### config.mk
export PLATFORM = sky130hd
export DESIGN_NAME = speech_envelope_level_stage_unit
export DESIGN_NICKNAME = d
export VERILOG_FILES = /design/src/design/sela_pkg.sv /design/src/design/sela_div.sv /design/src/design/sela_level.sv /design/src/design/speech_envelope_level_stage_unit.sv
export SDC_FILE = /design/constraint.sdc
export NUM_CORES = 1
export LEC_CHECK = 0
export BUFFER_PORTS_ARGS = -buffer_cell sky130_fd_sc_hd__buf_2
export CORE_UTILIZATION = 50
export CTS_BUF_LIST = sky130_fd_sc_hd__clkbuf_16
export DETAILED_ROUTE_END_ITERATION = 12
export PLACE_DENSITY = 0.67
export REMOVE_ABC_BUFFERS = 1
export SLEW_MARGIN = 25
export SYNTH_ARGS = -nofsm -noshare
export SYNTH_HDL_FRONTEND = slang
export SYNTH_SLANG_ARGS = --single-unit
export TNS_END_PERCENT = 20
### constraint.sdc
create_clock -name clk -period 6 [get_ports clk]
set_input_delay 1.8 -clock clk [delete_from_list [all_inputs] [get_ports clk]]
set_output_delay 1.8 -clock clk [all_outputs]
set_load 0.01 [all_outputs]
### src/design/sela_pkg.sv
// Shared types, constants and the stage quantizer of the speech envelope level stage.
package sela_pkg;

    // Configuration register indexes
    localparam logic [1:0] CFG_STRIDE       = 2'd0;
    localparam logic [1:0] CFG_QUIET_FLOOR  = 2'd1;
    localparam logic [1:0] CFG_REFERENCE    = 2'd2;
    localparam logic [1:0] CFG_MIN_INTERVAL = 2'd3;

    // Reset values of the configuration registers
    localparam logic [7:0]  RST_STRIDE       = 8'd1;
    localparam logic [15:0] RST_QUIET_FLOOR  = 16'd0;
    localparam logic [15:0] RST_REFERENCE    = 16'd8192;
    localparam logic [15:0] RST_MIN_INTERVAL = 16'd0;

    // Field widths
    localparam int SAMPLE_W = 16;
    localparam int TIME_W   = 40;
    localparam int LEVEL_W  = 7;
    localparam int STAGE_W  = 2;
    // Width of (mean - floor) * 100
    localparam int NUM_W    = 22;

    // Level scale and quantizer thresholds
    localparam logic [LEVEL_W-1:0] LEVEL_MAX   = 7'd100;
    localparam logic [LEVEL_W-1:0] UP_0_TO_1   = 7'd14;
    localparam logic [LEVEL_W-1:0] DOWN_1_TO_0 = 7'd6;
    localparam logic [LEVEL_W-1:0] UP_1_TO_2   = 7'd38;
    localparam logic [LEVEL_W-1:0] DOWN_2_TO_1 = 7'd25;
    localparam logic [LEVEL_W-1:0] UP_2_TO_3   = 7'd72;
    localparam logic [LEVEL_W-1:0] DOWN_3_TO_2 = 7'd58;

    // Mouth stages
    localparam logic [STAGE_W-1:0] STAGE_QUIET = 2'd0;
    localparam logic [STAGE_W-1:0] STAGE_LOW   = 2'd1;
    localparam logic [STAGE_W-1:0] STAGE_MID   = 2'd2;
    localparam logic [STAGE_W-1:0] STAGE_LOUD  = 2'd3;

    // Configuration register set
    typedef struct packed {
        logic [7:0]  stride;
        logic [15:0] quiet_floor;
        logic [15:0] reference;
        logic [15:0] min_interval;
    } cfg_t;

    // Status of a multi-cycle unit
    typedef struct packed {
        logic busy;
        logic done;
    } unit_status_t;

    // Four-stage quantizer with hysteresis.
    function automatic logic [STAGE_W-1:0] quantize(input logic [LEVEL_W-1:0] level,
                                                    input logic [STAGE_W-1:0] cur);
        logic [STAGE_W-1:0] nxt;
        nxt = cur;
        case (cur)
            STAGE_QUIET: nxt = (level >= UP_0_TO_1) ? STAGE_LOW : STAGE_QUIET;
            STAGE_LOW:
            begin
                if (level <= DOWN_1_TO_0)
                    nxt = STAGE_QUIET;
                else
                    nxt = (level >= UP_1_TO_2) ? STAGE_MID : STAGE_LOW;
            end
            STAGE_MID:
            begin
                if (level <= DOWN_2_TO_1)
                    nxt = STAGE_LOW;
                else
                    nxt = (level >= UP_2_TO_3) ? STAGE_LOUD : STAGE_MID;
            end
            default: nxt = (level <= DOWN_3_TO_2) ? STAGE_MID : STAGE_LOUD;
        endcase
        return nxt;
    endfunction

endpackage

### src/design/sela_div.sv
// Bit-serial restoring divider: one quotient bit per cycle.
module sela_div #(
    parameter int DW = 28,
    parameter int VW = 16
) (
    input  logic                  clk,
    input  logic                  rst_n,
    input  logic                  start,
    input  logic [DW-1:0]         dividend,
    input  logic [VW-1:0]         divisor,
    output sela_pkg::unit_status_t status,
    output logic [DW-1:0]         quotient
);

    localparam int CW = $clog2(DW + 1);

    logic [VW-1:0] rem_reg;
    logic [DW-1:0] quo_reg;
    logic [VW-1:0] dvs_reg;
    logic [CW-1:0] cnt_reg;
    logic          busy_reg;
    logic          done_reg;

    logic [VW:0]   shifted;
    logic          fits;
    logic [VW:0]   diff;
    logic [VW-1:0] rem_next;

    // One restoring step: shift in the next dividend bit and try to subtract.
    always_comb
    begin
        shifted  = {rem_reg, quo_reg[DW-1]};
        fits     = (shifted >= {1'b0, dvs_reg});
        diff     = shifted - {1'b0, dvs_reg};
        rem_next = fits ? diff[VW-1:0] : shifted[VW-1:0];
    end

    // Step counter and handshake.
    always_ff @(posedge clk or negedge rst_n)
    begin
        if (!rst_n)
        begin
            cnt_reg  <= '0;
            busy_reg <= 1'b0;
            done_reg <= 1'b0;
        end
        else if (start)
        begin
            cnt_reg  <= CW'(DW);
            busy_reg <= 1'b1;
            done_reg <= 1'b0;
        end
        else if (busy_reg)
        begin
            cnt_reg <= cnt_reg - 1'b1;
            if (cnt_reg == CW'(1))
            begin
                busy_reg <= 1'b0;
                done_reg <= 1'b1;
            end
        end
        else
        begin
            done_reg <= 1'b0;
        end
    end

    // Remainder and the dividend/quotient shift register.
    always_ff @(posedge clk)
    begin
        if (start)
        begin
            rem_reg <= '0;
            quo_reg <= dividend;
            dvs_reg <= divisor;
        end
        else if (busy_reg)
        begin
            rem_reg <= rem_next;
            quo_reg <= {quo_reg[DW-2:0], fits};
        end
    end

    assign status.busy = busy_reg;
    assign status.done = done_reg;
    assign quotient    = quo_reg;

endmodule

### src/design/sela_level.sv
// Frame level computation: mean, floor removal and scaling to 0..100 on a shared divider.
module sela_level #(
    parameter int CNT_W = 13,
    parameter int SUM_W = 28
) (
    input  logic                          clk,
    input  logic                          rst_n,
    input  logic                          start,
    input  logic [SUM_W-1:0]              sum,
    input  logic [CNT_W-1:0]              count,
    input  sela_pkg::cfg_t                cfg,
    output sela_pkg::unit_status_t        status,
    output logic [sela_pkg::LEVEL_W-1:0]  level
);

    localparam int DW = (SUM_W > sela_pkg::NUM_W) ? SUM_W : sela_pkg::NUM_W;
    localparam int VW = (CNT_W > sela_pkg::SAMPLE_W) ? CNT_W : sela_pkg::SAMPLE_W;

    localparam logic [1:0] L_IDLE = 2'd0;
    localparam logic [1:0] L_DIV1 = 2'd1;
    localparam logic [1:0] L_MUL  = 2'd2;
    localparam logic [1:0] L_DIV2 = 2'd3;

    logic [1:0]                     state_reg;
    logic                           done_reg;
    logic                           div_start_reg;
    logic [DW-1:0]                  dvd_reg;
    logic [VW-1:0]                  dvs_reg;
    logic [15:0]                    excess_reg;
    logic [sela_pkg::LEVEL_W-1:0]   level_reg;

    sela_pkg::unit_status_t         div_status;
    logic [DW-1:0]                  div_quo;

    logic                           zero_level;
    logic [15:0]                    mean;
    logic [sela_pkg::NUM_W-1:0]     scaled;
    logic [15:0]                    span;

    sela_div #(
        .DW (DW),
        .VW (VW)
    ) u_div (
        .clk      (clk),
        .rst_n    (rst_n),
        .start    (div_start_reg),
        .dividend (dvd_reg),
        .divisor  (dvs_reg),
        .status   (div_status),
        .quotient (div_quo)
    );

    // Operand preparation: degenerate settings, the mean and times-100 by shifts.
    always_comb
    begin
        zero_level = (cfg.stride == 8'd0) || (cfg.reference <= cfg.quiet_floor)
                     || (count == '0);
        mean       = div_quo[15:0];
        span       = cfg.reference - cfg.quiet_floor;
        scaled     = {excess_reg, 6'b0} + {1'b0, excess_reg, 5'b0}
                     + {4'b0, excess_reg, 2'b0};
    end

    // Sequencer control.
    always_ff @(posedge clk or negedge rst_n)
    begin
        if (!rst_n)
        begin
            state_reg     <= L_IDLE;
            done_reg      <= 1'b0;
            div_start_reg <= 1'b0;
        end
        else
        begin
            done_reg      <= 1'b0;
            div_start_reg <= 1'b0;
            case (state_reg)
                L_IDLE:
                begin
                    if (start)
                    begin
                        if (zero_level)
                            done_reg <= 1'b1;
                        else
                        begin
                            div_start_reg <= 1'b1;
                            state_reg     <= L_DIV1;
                        end
                    end
                end
                L_DIV1:
                begin
                    if (div_status.done)
                    begin
                        if (mean <= cfg.quiet_floor)
                        begin
                            done_reg  <= 1'b1;
                            state_reg <= L_IDLE;
                        end
                        else
                            state_reg <= L_MUL;
                    end
                end
                L_MUL:
                begin
                    div_start_reg <= 1'b1;
                    state_reg     <= L_DIV2;
                end
                L_DIV2:
                begin
                    if (div_status.done)
                    begin
                        done_reg  <= 1'b1;
                        state_reg <= L_IDLE;
                    end
                end
                default: state_reg <= L_IDLE;
            endcase
        end
    end

    // Datapath registers.
    always_ff @(posedge clk)
    begin
        case (state_reg)
            L_IDLE:
            begin
                dvd_reg <= DW'(sum);
                dvs_reg <= VW'(count);
                if (start && zero_level)
                    level_reg <= '0;
            end
            L_DIV1:
            begin
                excess_reg <= mean - cfg.quiet_floor;
                if (div_status.done && (mean <= cfg.quiet_floor))
                    level_reg <= '0;
            end
            L_MUL:
            begin
                dvd_reg <= DW'(scaled);
                dvs_reg <= VW'(span);
            end
            L_DIV2:
            begin
                if (div_status.done)
                begin
                    if (div_quo > DW'(sela_pkg::LEVEL_MAX))
                        level_reg <= sela_pkg::LEVEL_MAX;
                    else
                        level_reg <= div_quo[sela_pkg::LEVEL_W-1:0];
                end
            end
            default: level_reg <= level_reg;
        endcase
    end

    assign status.busy = (state_reg != L_IDLE);
    assign status.done = done_reg;
    assign level       = level_reg;

endmodule

### src/design/speech_envelope_level_stage_unit.sv
// Top level of the speech envelope level stage: framing, accumulation, stage decision, output.
// A sample that does not end a frame is accepted without a stall; the next one may follow at once.
// A frame-end sample holds s_tready low while the bit-serial divider runs for the mean and then
// the scale (the scale is skipped when the mean is at or below the floor); shorter when
// the level is forced to zero, and longer while a previous result still waits for m_tready.
// rst_n clears all control state, the configuration to its defaults and the frame sums at once.
module speech_envelope_level_stage_unit #(
    parameter int MAX_FRAME = 4096
) (
    input  logic        clk,
    input  logic        rst_n,
    // Input stream
    input  logic        s_tvalid,
    output logic        s_tready,
    input  logic [63:0] s_tdata,   // sample_value[15:0], time_ms[55:16], speaking_on[56]
    input  logic        s_tlast,   // frame_end
    input  logic [0:0]  s_tuser,   // action
    // Output stream
    output logic        m_tvalid,
    input  logic        m_tready,
    output logic [15:0] m_tdata,   // new_stage[1:0], frame_level[8:2]
    // Configuration
    input  logic        cfg_we,
    input  logic [1:0]  cfg_addr,
    input  logic [15:0] cfg_data
);

    localparam int CNT_W = $clog2(MAX_FRAME + 1);
    localparam int SUM_W = CNT_W + 15;

    localparam logic [1:0] ST_IDLE   = 2'd0;
    localparam logic [1:0] ST_START  = 2'd1;
    localparam logic [1:0] ST_CALC   = 2'd2;
    localparam logic [1:0] ST_DECIDE = 2'd3;

    logic [1:0]                       state_reg;
    sela_pkg::cfg_t                   cfg_reg;
    logic                             speaking_reg;
    logic [sela_pkg::STAGE_W-1:0]     stage_reg;
    logic [sela_pkg::TIME_W-1:0]      last_switch_reg;
    logic [sela_pkg::TIME_W-1:0]      time_reg;
    logic [SUM_W-1:0]                 sum_reg;
    logic [CNT_W-1:0]                 count_reg;
    logic [7:0]                       phase_reg;
    logic                             m_tvalid_reg;
    logic [sela_pkg::STAGE_W-1:0]     out_stage_reg;
    logic [sela_pkg::LEVEL_W-1:0]     out_level_reg;

    sela_pkg::unit_status_t           lvl_status;
    logic [sela_pkg::LEVEL_W-1:0]     lvl_level;

    logic                             in_xfer;
    logic                             is_event;
    logic [15:0]                      raw;
    logic [15:0]                      mag;
    logic                             take;
    logic [8:0]                       phase_inc;
    logic [7:0]                       phase_next;
    logic [sela_pkg::STAGE_W-1:0]     stage_next;
    logic [sela_pkg::TIME_W-1:0]      elapsed;
    logic                             emit;
    logic                             out_free;

    sela_level #(
        .CNT_W (CNT_W),
        .SUM_W (SUM_W)
    ) u_level (
        .clk    (clk),
        .rst_n  (rst_n),
        .start  (state_reg == ST_START),
        .sum    (sum_reg),
        .count  (count_reg),
        .cfg    (cfg_reg),
        .status (lvl_status),
        .level  (lvl_level)
    );

    // Input decode, stride selection and the stage decision.
    always_comb
    begin
        in_xfer    = s_tvalid && s_tready;
        is_event   = s_tuser[0];
        raw        = s_tdata[15:0];
        mag        = raw[15] ? (~raw + 16'd1) : raw;
        take       = (phase_reg == 8'd0) && (count_reg < CNT_W'(MAX_FRAME));
        phase_inc  = {1'b0, phase_reg} + 9'd1;
        phase_next = (phase_inc >= {1'b0, cfg_reg.stride}) ? 8'd0 : phase_inc[7:0];
        stage_next = sela_pkg::quantize(lvl_level, stage_reg);
        elapsed    = time_reg - last_switch_reg;
        emit       = speaking_reg && (stage_next != stage_reg)
                     && (time_reg >= last_switch_reg)
                     && (elapsed >= sela_pkg::TIME_W'(cfg_reg.min_interval));
        out_free   = !m_tvalid_reg || m_tready;
    end

    // Configuration registers.
    always_ff @(posedge clk or negedge rst_n)
    begin
        if (!rst_n)
        begin
            cfg_reg.stride       <= sela_pkg::RST_STRIDE;
            cfg_reg.quiet_floor  <= sela_pkg::RST_QUIET_FLOOR;
            cfg_reg.reference    <= sela_pkg::RST_REFERENCE;
            cfg_reg.min_interval <= sela_pkg::RST_MIN_INTERVAL;
        end
        else if (cfg_we)
        begin
            case (cfg_addr)
                sela_pkg::CFG_STRIDE:       cfg_reg.stride       <= cfg_data[7:0];
                sela_pkg::CFG_QUIET_FLOOR:  cfg_reg.quiet_floor  <= cfg_data;
                sela_pkg::CFG_REFERENCE:    cfg_reg.reference    <= cfg_data;
                sela_pkg::CFG_MIN_INTERVAL: cfg_reg.min_interval <= cfg_data;
                default:                    cfg_reg              <= cfg_reg;
            endcase
        end
    end

    // Frame accumulation, speaking state and stage decision.
    always_ff @(posedge clk or negedge rst_n)
    begin
        if (!rst_n)
        begin
            state_reg       <= ST_IDLE;
            speaking_reg    <= 1'b0;
            stage_reg       <= sela_pkg::STAGE_QUIET;
            last_switch_reg <= '0;
            sum_reg         <= '0;
            count_reg       <= '0;
            phase_reg       <= '0;
        end
        else
        begin
            case (state_reg)
                ST_IDLE:
                begin
                    if (in_xfer && is_event)
                    begin
                        speaking_reg <= s_tdata[56];
                        if (s_tdata[56])
                        begin
                            stage_reg       <= sela_pkg::STAGE_MID;
                            last_switch_reg <= '0;
                        end
                    end
                    else if (in_xfer)
                    begin
                        if (take)
                        begin
                            sum_reg   <= sum_reg + SUM_W'(mag);
                            count_reg <= count_reg + 1'b1;
                        end
                        phase_reg <= phase_next;
                        if (s_tlast)
                            state_reg <= ST_START;
                    end
                end
                ST_START:
                begin
                    // The level unit captures the sums at this edge.
                    sum_reg   <= '0;
                    count_reg <= '0;
                    phase_reg <= '0;
                    state_reg <= ST_CALC;
                end
                ST_CALC:
                begin
                    if (lvl_status.done)
                        state_reg <= ST_DECIDE;
                end
                ST_DECIDE:
                begin
                    if (!emit)
                        state_reg <= ST_IDLE;
                    else if (out_free)
                    begin
                        stage_reg       <= stage_next;
                        last_switch_reg <= time_reg;
                        state_reg       <= ST_IDLE;
                    end
                end
                default: state_reg <= ST_IDLE;
            endcase
        end
    end

    // Output valid: set by an emitted change, cleared once the transfer is taken.
    always_ff @(posedge clk or negedge rst_n)
    begin
        if (!rst_n)
            m_tvalid_reg <= 1'b0;
        else if ((state_reg == ST_DECIDE) && emit && out_free)
            m_tvalid_reg <= 1'b1;
        else if (m_tready)
            m_tvalid_reg <= 1'b0;
    end

    // Payload registers.
    always_ff @(posedge clk)
    begin
        if (in_xfer && !is_event && s_tlast)
            time_reg <= s_tdata[55:16];
        if ((state_reg == ST_DECIDE) && emit && out_free)
        begin
            out_stage_reg <= stage_next;
            out_level_reg <= lvl_level;
        end
    end

    assign s_tready = (state_reg == ST_IDLE);
    assign m_tvalid = m_tvalid_reg;
    assign m_tdata  = {7'b0, out_level_reg, out_stage_reg};

    // The level unit reports completion only while the decision waits on it.
    assert property (@(posedge clk) disable iff (!rst_n)
        lvl_status.done |-> (state_reg == ST_CALC))
        else $error("level unit finished outside the calculation phase");

    // An emitted level never exceeds full scale.
    assert property (@(posedge clk) disable iff (!rst_n)
        m_tvalid_reg |-> (out_level_reg <= sela_pkg::LEVEL_MAX))
        else $error("frame level above full scale");

    // After an emitted change the current stage equals the reported stage.
    assert property (@(posedge clk) disable iff (!rst_n)
        ((state_reg == ST_DECIDE) && emit && out_free)
        |=> (m_tvalid_reg && (stage_reg == out_stage_reg)))
        else $error("stage register and emitted stage disagree");

    // The taken sample count is bounded by the frame limit.
    assert property (@(posedge clk) disable iff (!rst_n)
        count_reg <= CNT_W'(MAX_FRAME))
        else $error("taken sample count beyond frame limit");

endmodule
==> qor.txt <==
Final setup viols: 0
Crit Path Class: flip-flop to flip-flop
post-synthesis simple-gate area fraction: 0.1227
clk root buf: clkbuf_16
hold_buf cts: 0
Slowest cell on crit path: edfxtp_1
maximum VDD drop: 0.3298 mV
share of flip-flops with an asynchronous set or reset: 0.4793
worst hold path type: flip-flop to flip-flop
DR vias: 15.23k
critical path launch point type: flip-flop
status: finished clean
syn_area_per_cell: 10.36 um^2
Antenna Violating Nets Remaining: 0
Compound-Gate Fraction of Synth Area: 0.1668
nature of the critical path endpoint: flip-flop
Ys Warns: 0
Initial Utilization: 0.5112
Slew HR: 0.3257
Worst EP required: 6.42 ns
Die H: 204.5 um
ys flop type: edfxtp_1
register area share after synthesis: 0.4479
overall routing resource usage: 0.2276
Min Hold Slack: 0.4193 ns
Unique masters post-synth: 85
unrepaired setup endpoints after global routing: false
Hold Violations, Final: 0
Pleak: 9.751 nW
DRT iter0 DRCs: 1,125
clock sinks: 338
Skew-Pair Late Insertion Delay: 0.54 ns
Pwr Density: 497.5 mW/mm^2
Final nets: 2,337
PortBufs: 92
Max Freq: 180.2 MHz
vias in the first global route: 14.71k
Fill cells: 3,428
initial antenna violation count: 2
Layout area overhead: 10.56%
first-pass GRT wire length: 75,500 um
Yosys top cell area share: 0.2344
largest net degree at the start of global routing: 91
Worst-path clk slew: 0.06 ns
router iterations before antenna repair: 5
grt total ovfl: 0
WP data arrival: 5.97 ns
CTS buffer count: 38
CP Max Fanout: 41
routed len/inst: 17.87 um
Adder-Cell Fraction of Synth Area: 0.1140
maximum clock insertion buffer count: 3
largest family of logic cells by synthesized area: compound AO/OA/AOI/OAI gates
area of the die: 0.04181 mm^2
Mapped Cells: 1,979
crit path cell chain: ha_1 -> a21oi_1 -> a21oi_1 -> o21ai_2 -> nand2_1 -> a31oi_1 -> xnor2_1 -> ha_1 -> a21o_1 -> a211o_1 -> a2111oi_0 -> a311oi_1 -> a2111oi_1 -> nand4_1 -> and4bb_1 -> a41oi_4 -> and3_1 -> buf_4 -> a22o_1
FF/Latch Area: 0.009183 mm^2
Die Wd: 204.5 um
DRC viols: 0
core area: 0.04010 mm^2
Post-synth EDFFs: 160
CTS tree: yes
#FFs+latches synth: 338
H-tree depth: 2
final worst path period share: 0.9250
setup TNS: 0 ns
Via density: 5.803
Max Cap Violations: 0
overall routed net length: 46,920 um
GP Congestion: 0.9352
number of diodes: 0
max reg flops: 56
min cycle time layout: 5.550 ns
clk_skew: 0.01779 ns
Ports: 107
FP Rows: 73
Synth area leader: edfxtp_1
largest stage delay on the critical path: 0.41 ns
layout cell share with drive strength beyond 1: 0.1305
area occupied by multi-input gates: 0.01039 mm^2
final slew viol count: 0
mux share of post-synthesis cell area: 0.05249
Worst-Margin Slew: 1.011 ns
XOR/XNOR share of the synthesized area: 0.04871
post-synthesis cell area: 0.02050 mm^2
DPL Wire Length: 34,680 um
largest cells by area after synthesis: edfxtp_1 (23%), dfrtp_1 (20%), ha_1 (9.6%)
worst paths after layout:
check	from	end	slack [ns]	depth (start not counted)
max	time_reg[2]	last_switch_reg[34]	0.45	19
min in group asynchronous	rst_n	u_level.u_div.cnt_reg[2]	1.17	1
max in group asynchronous	rst_n	cfg_reg[48]	3.58	3
min	u_level.dvs_reg[10]	u_level.u_div.dvs_reg[10]	0.42	0
max reg2reg	time_reg[2]	last_switch_reg[34]	0.45	19
min reg2reg	u_level.dvs_reg[10]	u_level.u_div.dvs_reg[10]	0.42	0
timing repair:
item	4_1_cts	5_1_grt
resized for setup	0	2
endpoints found under the setup margin	0	41
setup buffers	0	0
through the flow:
stage	area [um^2]	worst slack [ns]	cells	utilization	power, mW
finish	22660	0.4499	2625	0.5652	11.28
global route	22660	0.05958	2625	0.5652	12.15
CTS	22630	0.3986	2624	0.5645	11.33
detailed placement	21470	0.3676	2556	0.5354	9.035
global placement	21470	0.4334	2556	0.5354	8.860
floorplan	20200	0.2501	1923	-	7.664
critical path: cells and delay by family, from the launching register on:
family | cells | cell delay [ns]
AO/OA/AOI/OAI | 11 | 3.01
flip-flops | 1 | 0.41
buffers and inverters | 1 | 0.26
AND/OR/NAND/NOR | 4 | 0.92
adder cells (fa/ha/maj) | 2 | 0.62
XOR/XNOR | 1 | 0.14
layout make-up:
cell class / instances / area share
sequential: 338 / 0.4052
clock inverter: 30 / 0.009385
clock buffer: 38 / 0.04196
timing repair buffer: 109 / 0.02766
inverter: 173 / 0.02865
tap: 525 / 0.02898
multi-input combinational: 1412 / 0.4582
kinds of logic (layout without fill, tap and decap cells):
kind of cell,after synthesis,in the layout
AOI/OAI and AO/OA,503,503
xor gates and xnor gates,114,114
adders and majority gates,176,176
buffers and inverters,235,350
DFF,338,338
muxes,97,97
other,1,7
and+or+nand+nor,515,515
metal layers:
layer,global-route usage,vias to the layer above,share of wire
li1,-,7385,-
met1,0.3248,7355,0.47
met2,0.3557,404,0.45
met3,0.03061,87,0.047
met4,0.07703,2,0.029
met5,0,-,0.00017
Yosys cell counts, drive strengths merged (18+ instances only):
library cell,number
nand3,46
dfrtp,160
ha,158
inv,173
a21o,45
buf,29
o31ai,20
mux2,84
and2,26
nor2b,21
a22o,42
a211oi,27
nor3,29
nand4,34
xnor2,67
nor2,104
o21ai,141
xor2,47
fa,18
clkbuf,33
nand2,158
edfxtp,160
and3,20
a21oi,101
power by group:
group | switching [mW] | internal [mW] | leakage [nW] | total (mW)
logic | 3.05 | 2.33 | 5.41 | 5.39
clock network | 0.921 | 1.28 | 0.628 | 2.20
registers | 0.490 | 3.20 | 3.71 | 3.69
total | 4.47 | 6.81 | 9.75 | 11.3
cells in the final DEF (no fill, tap or decap), types with 67 or more instances in the layout:
cell type / instances
a21oi_1: 99
xnor2_1: 67
nor2_1: 104
inv_1: 187
edfxtp_1: 160
nand2_1: 157
dfrtp_1: 159
o21ai_0: 130
buf_2: 91
ha_1: 158
mux2_2: 84
Power figures use the tool's default switching activity.
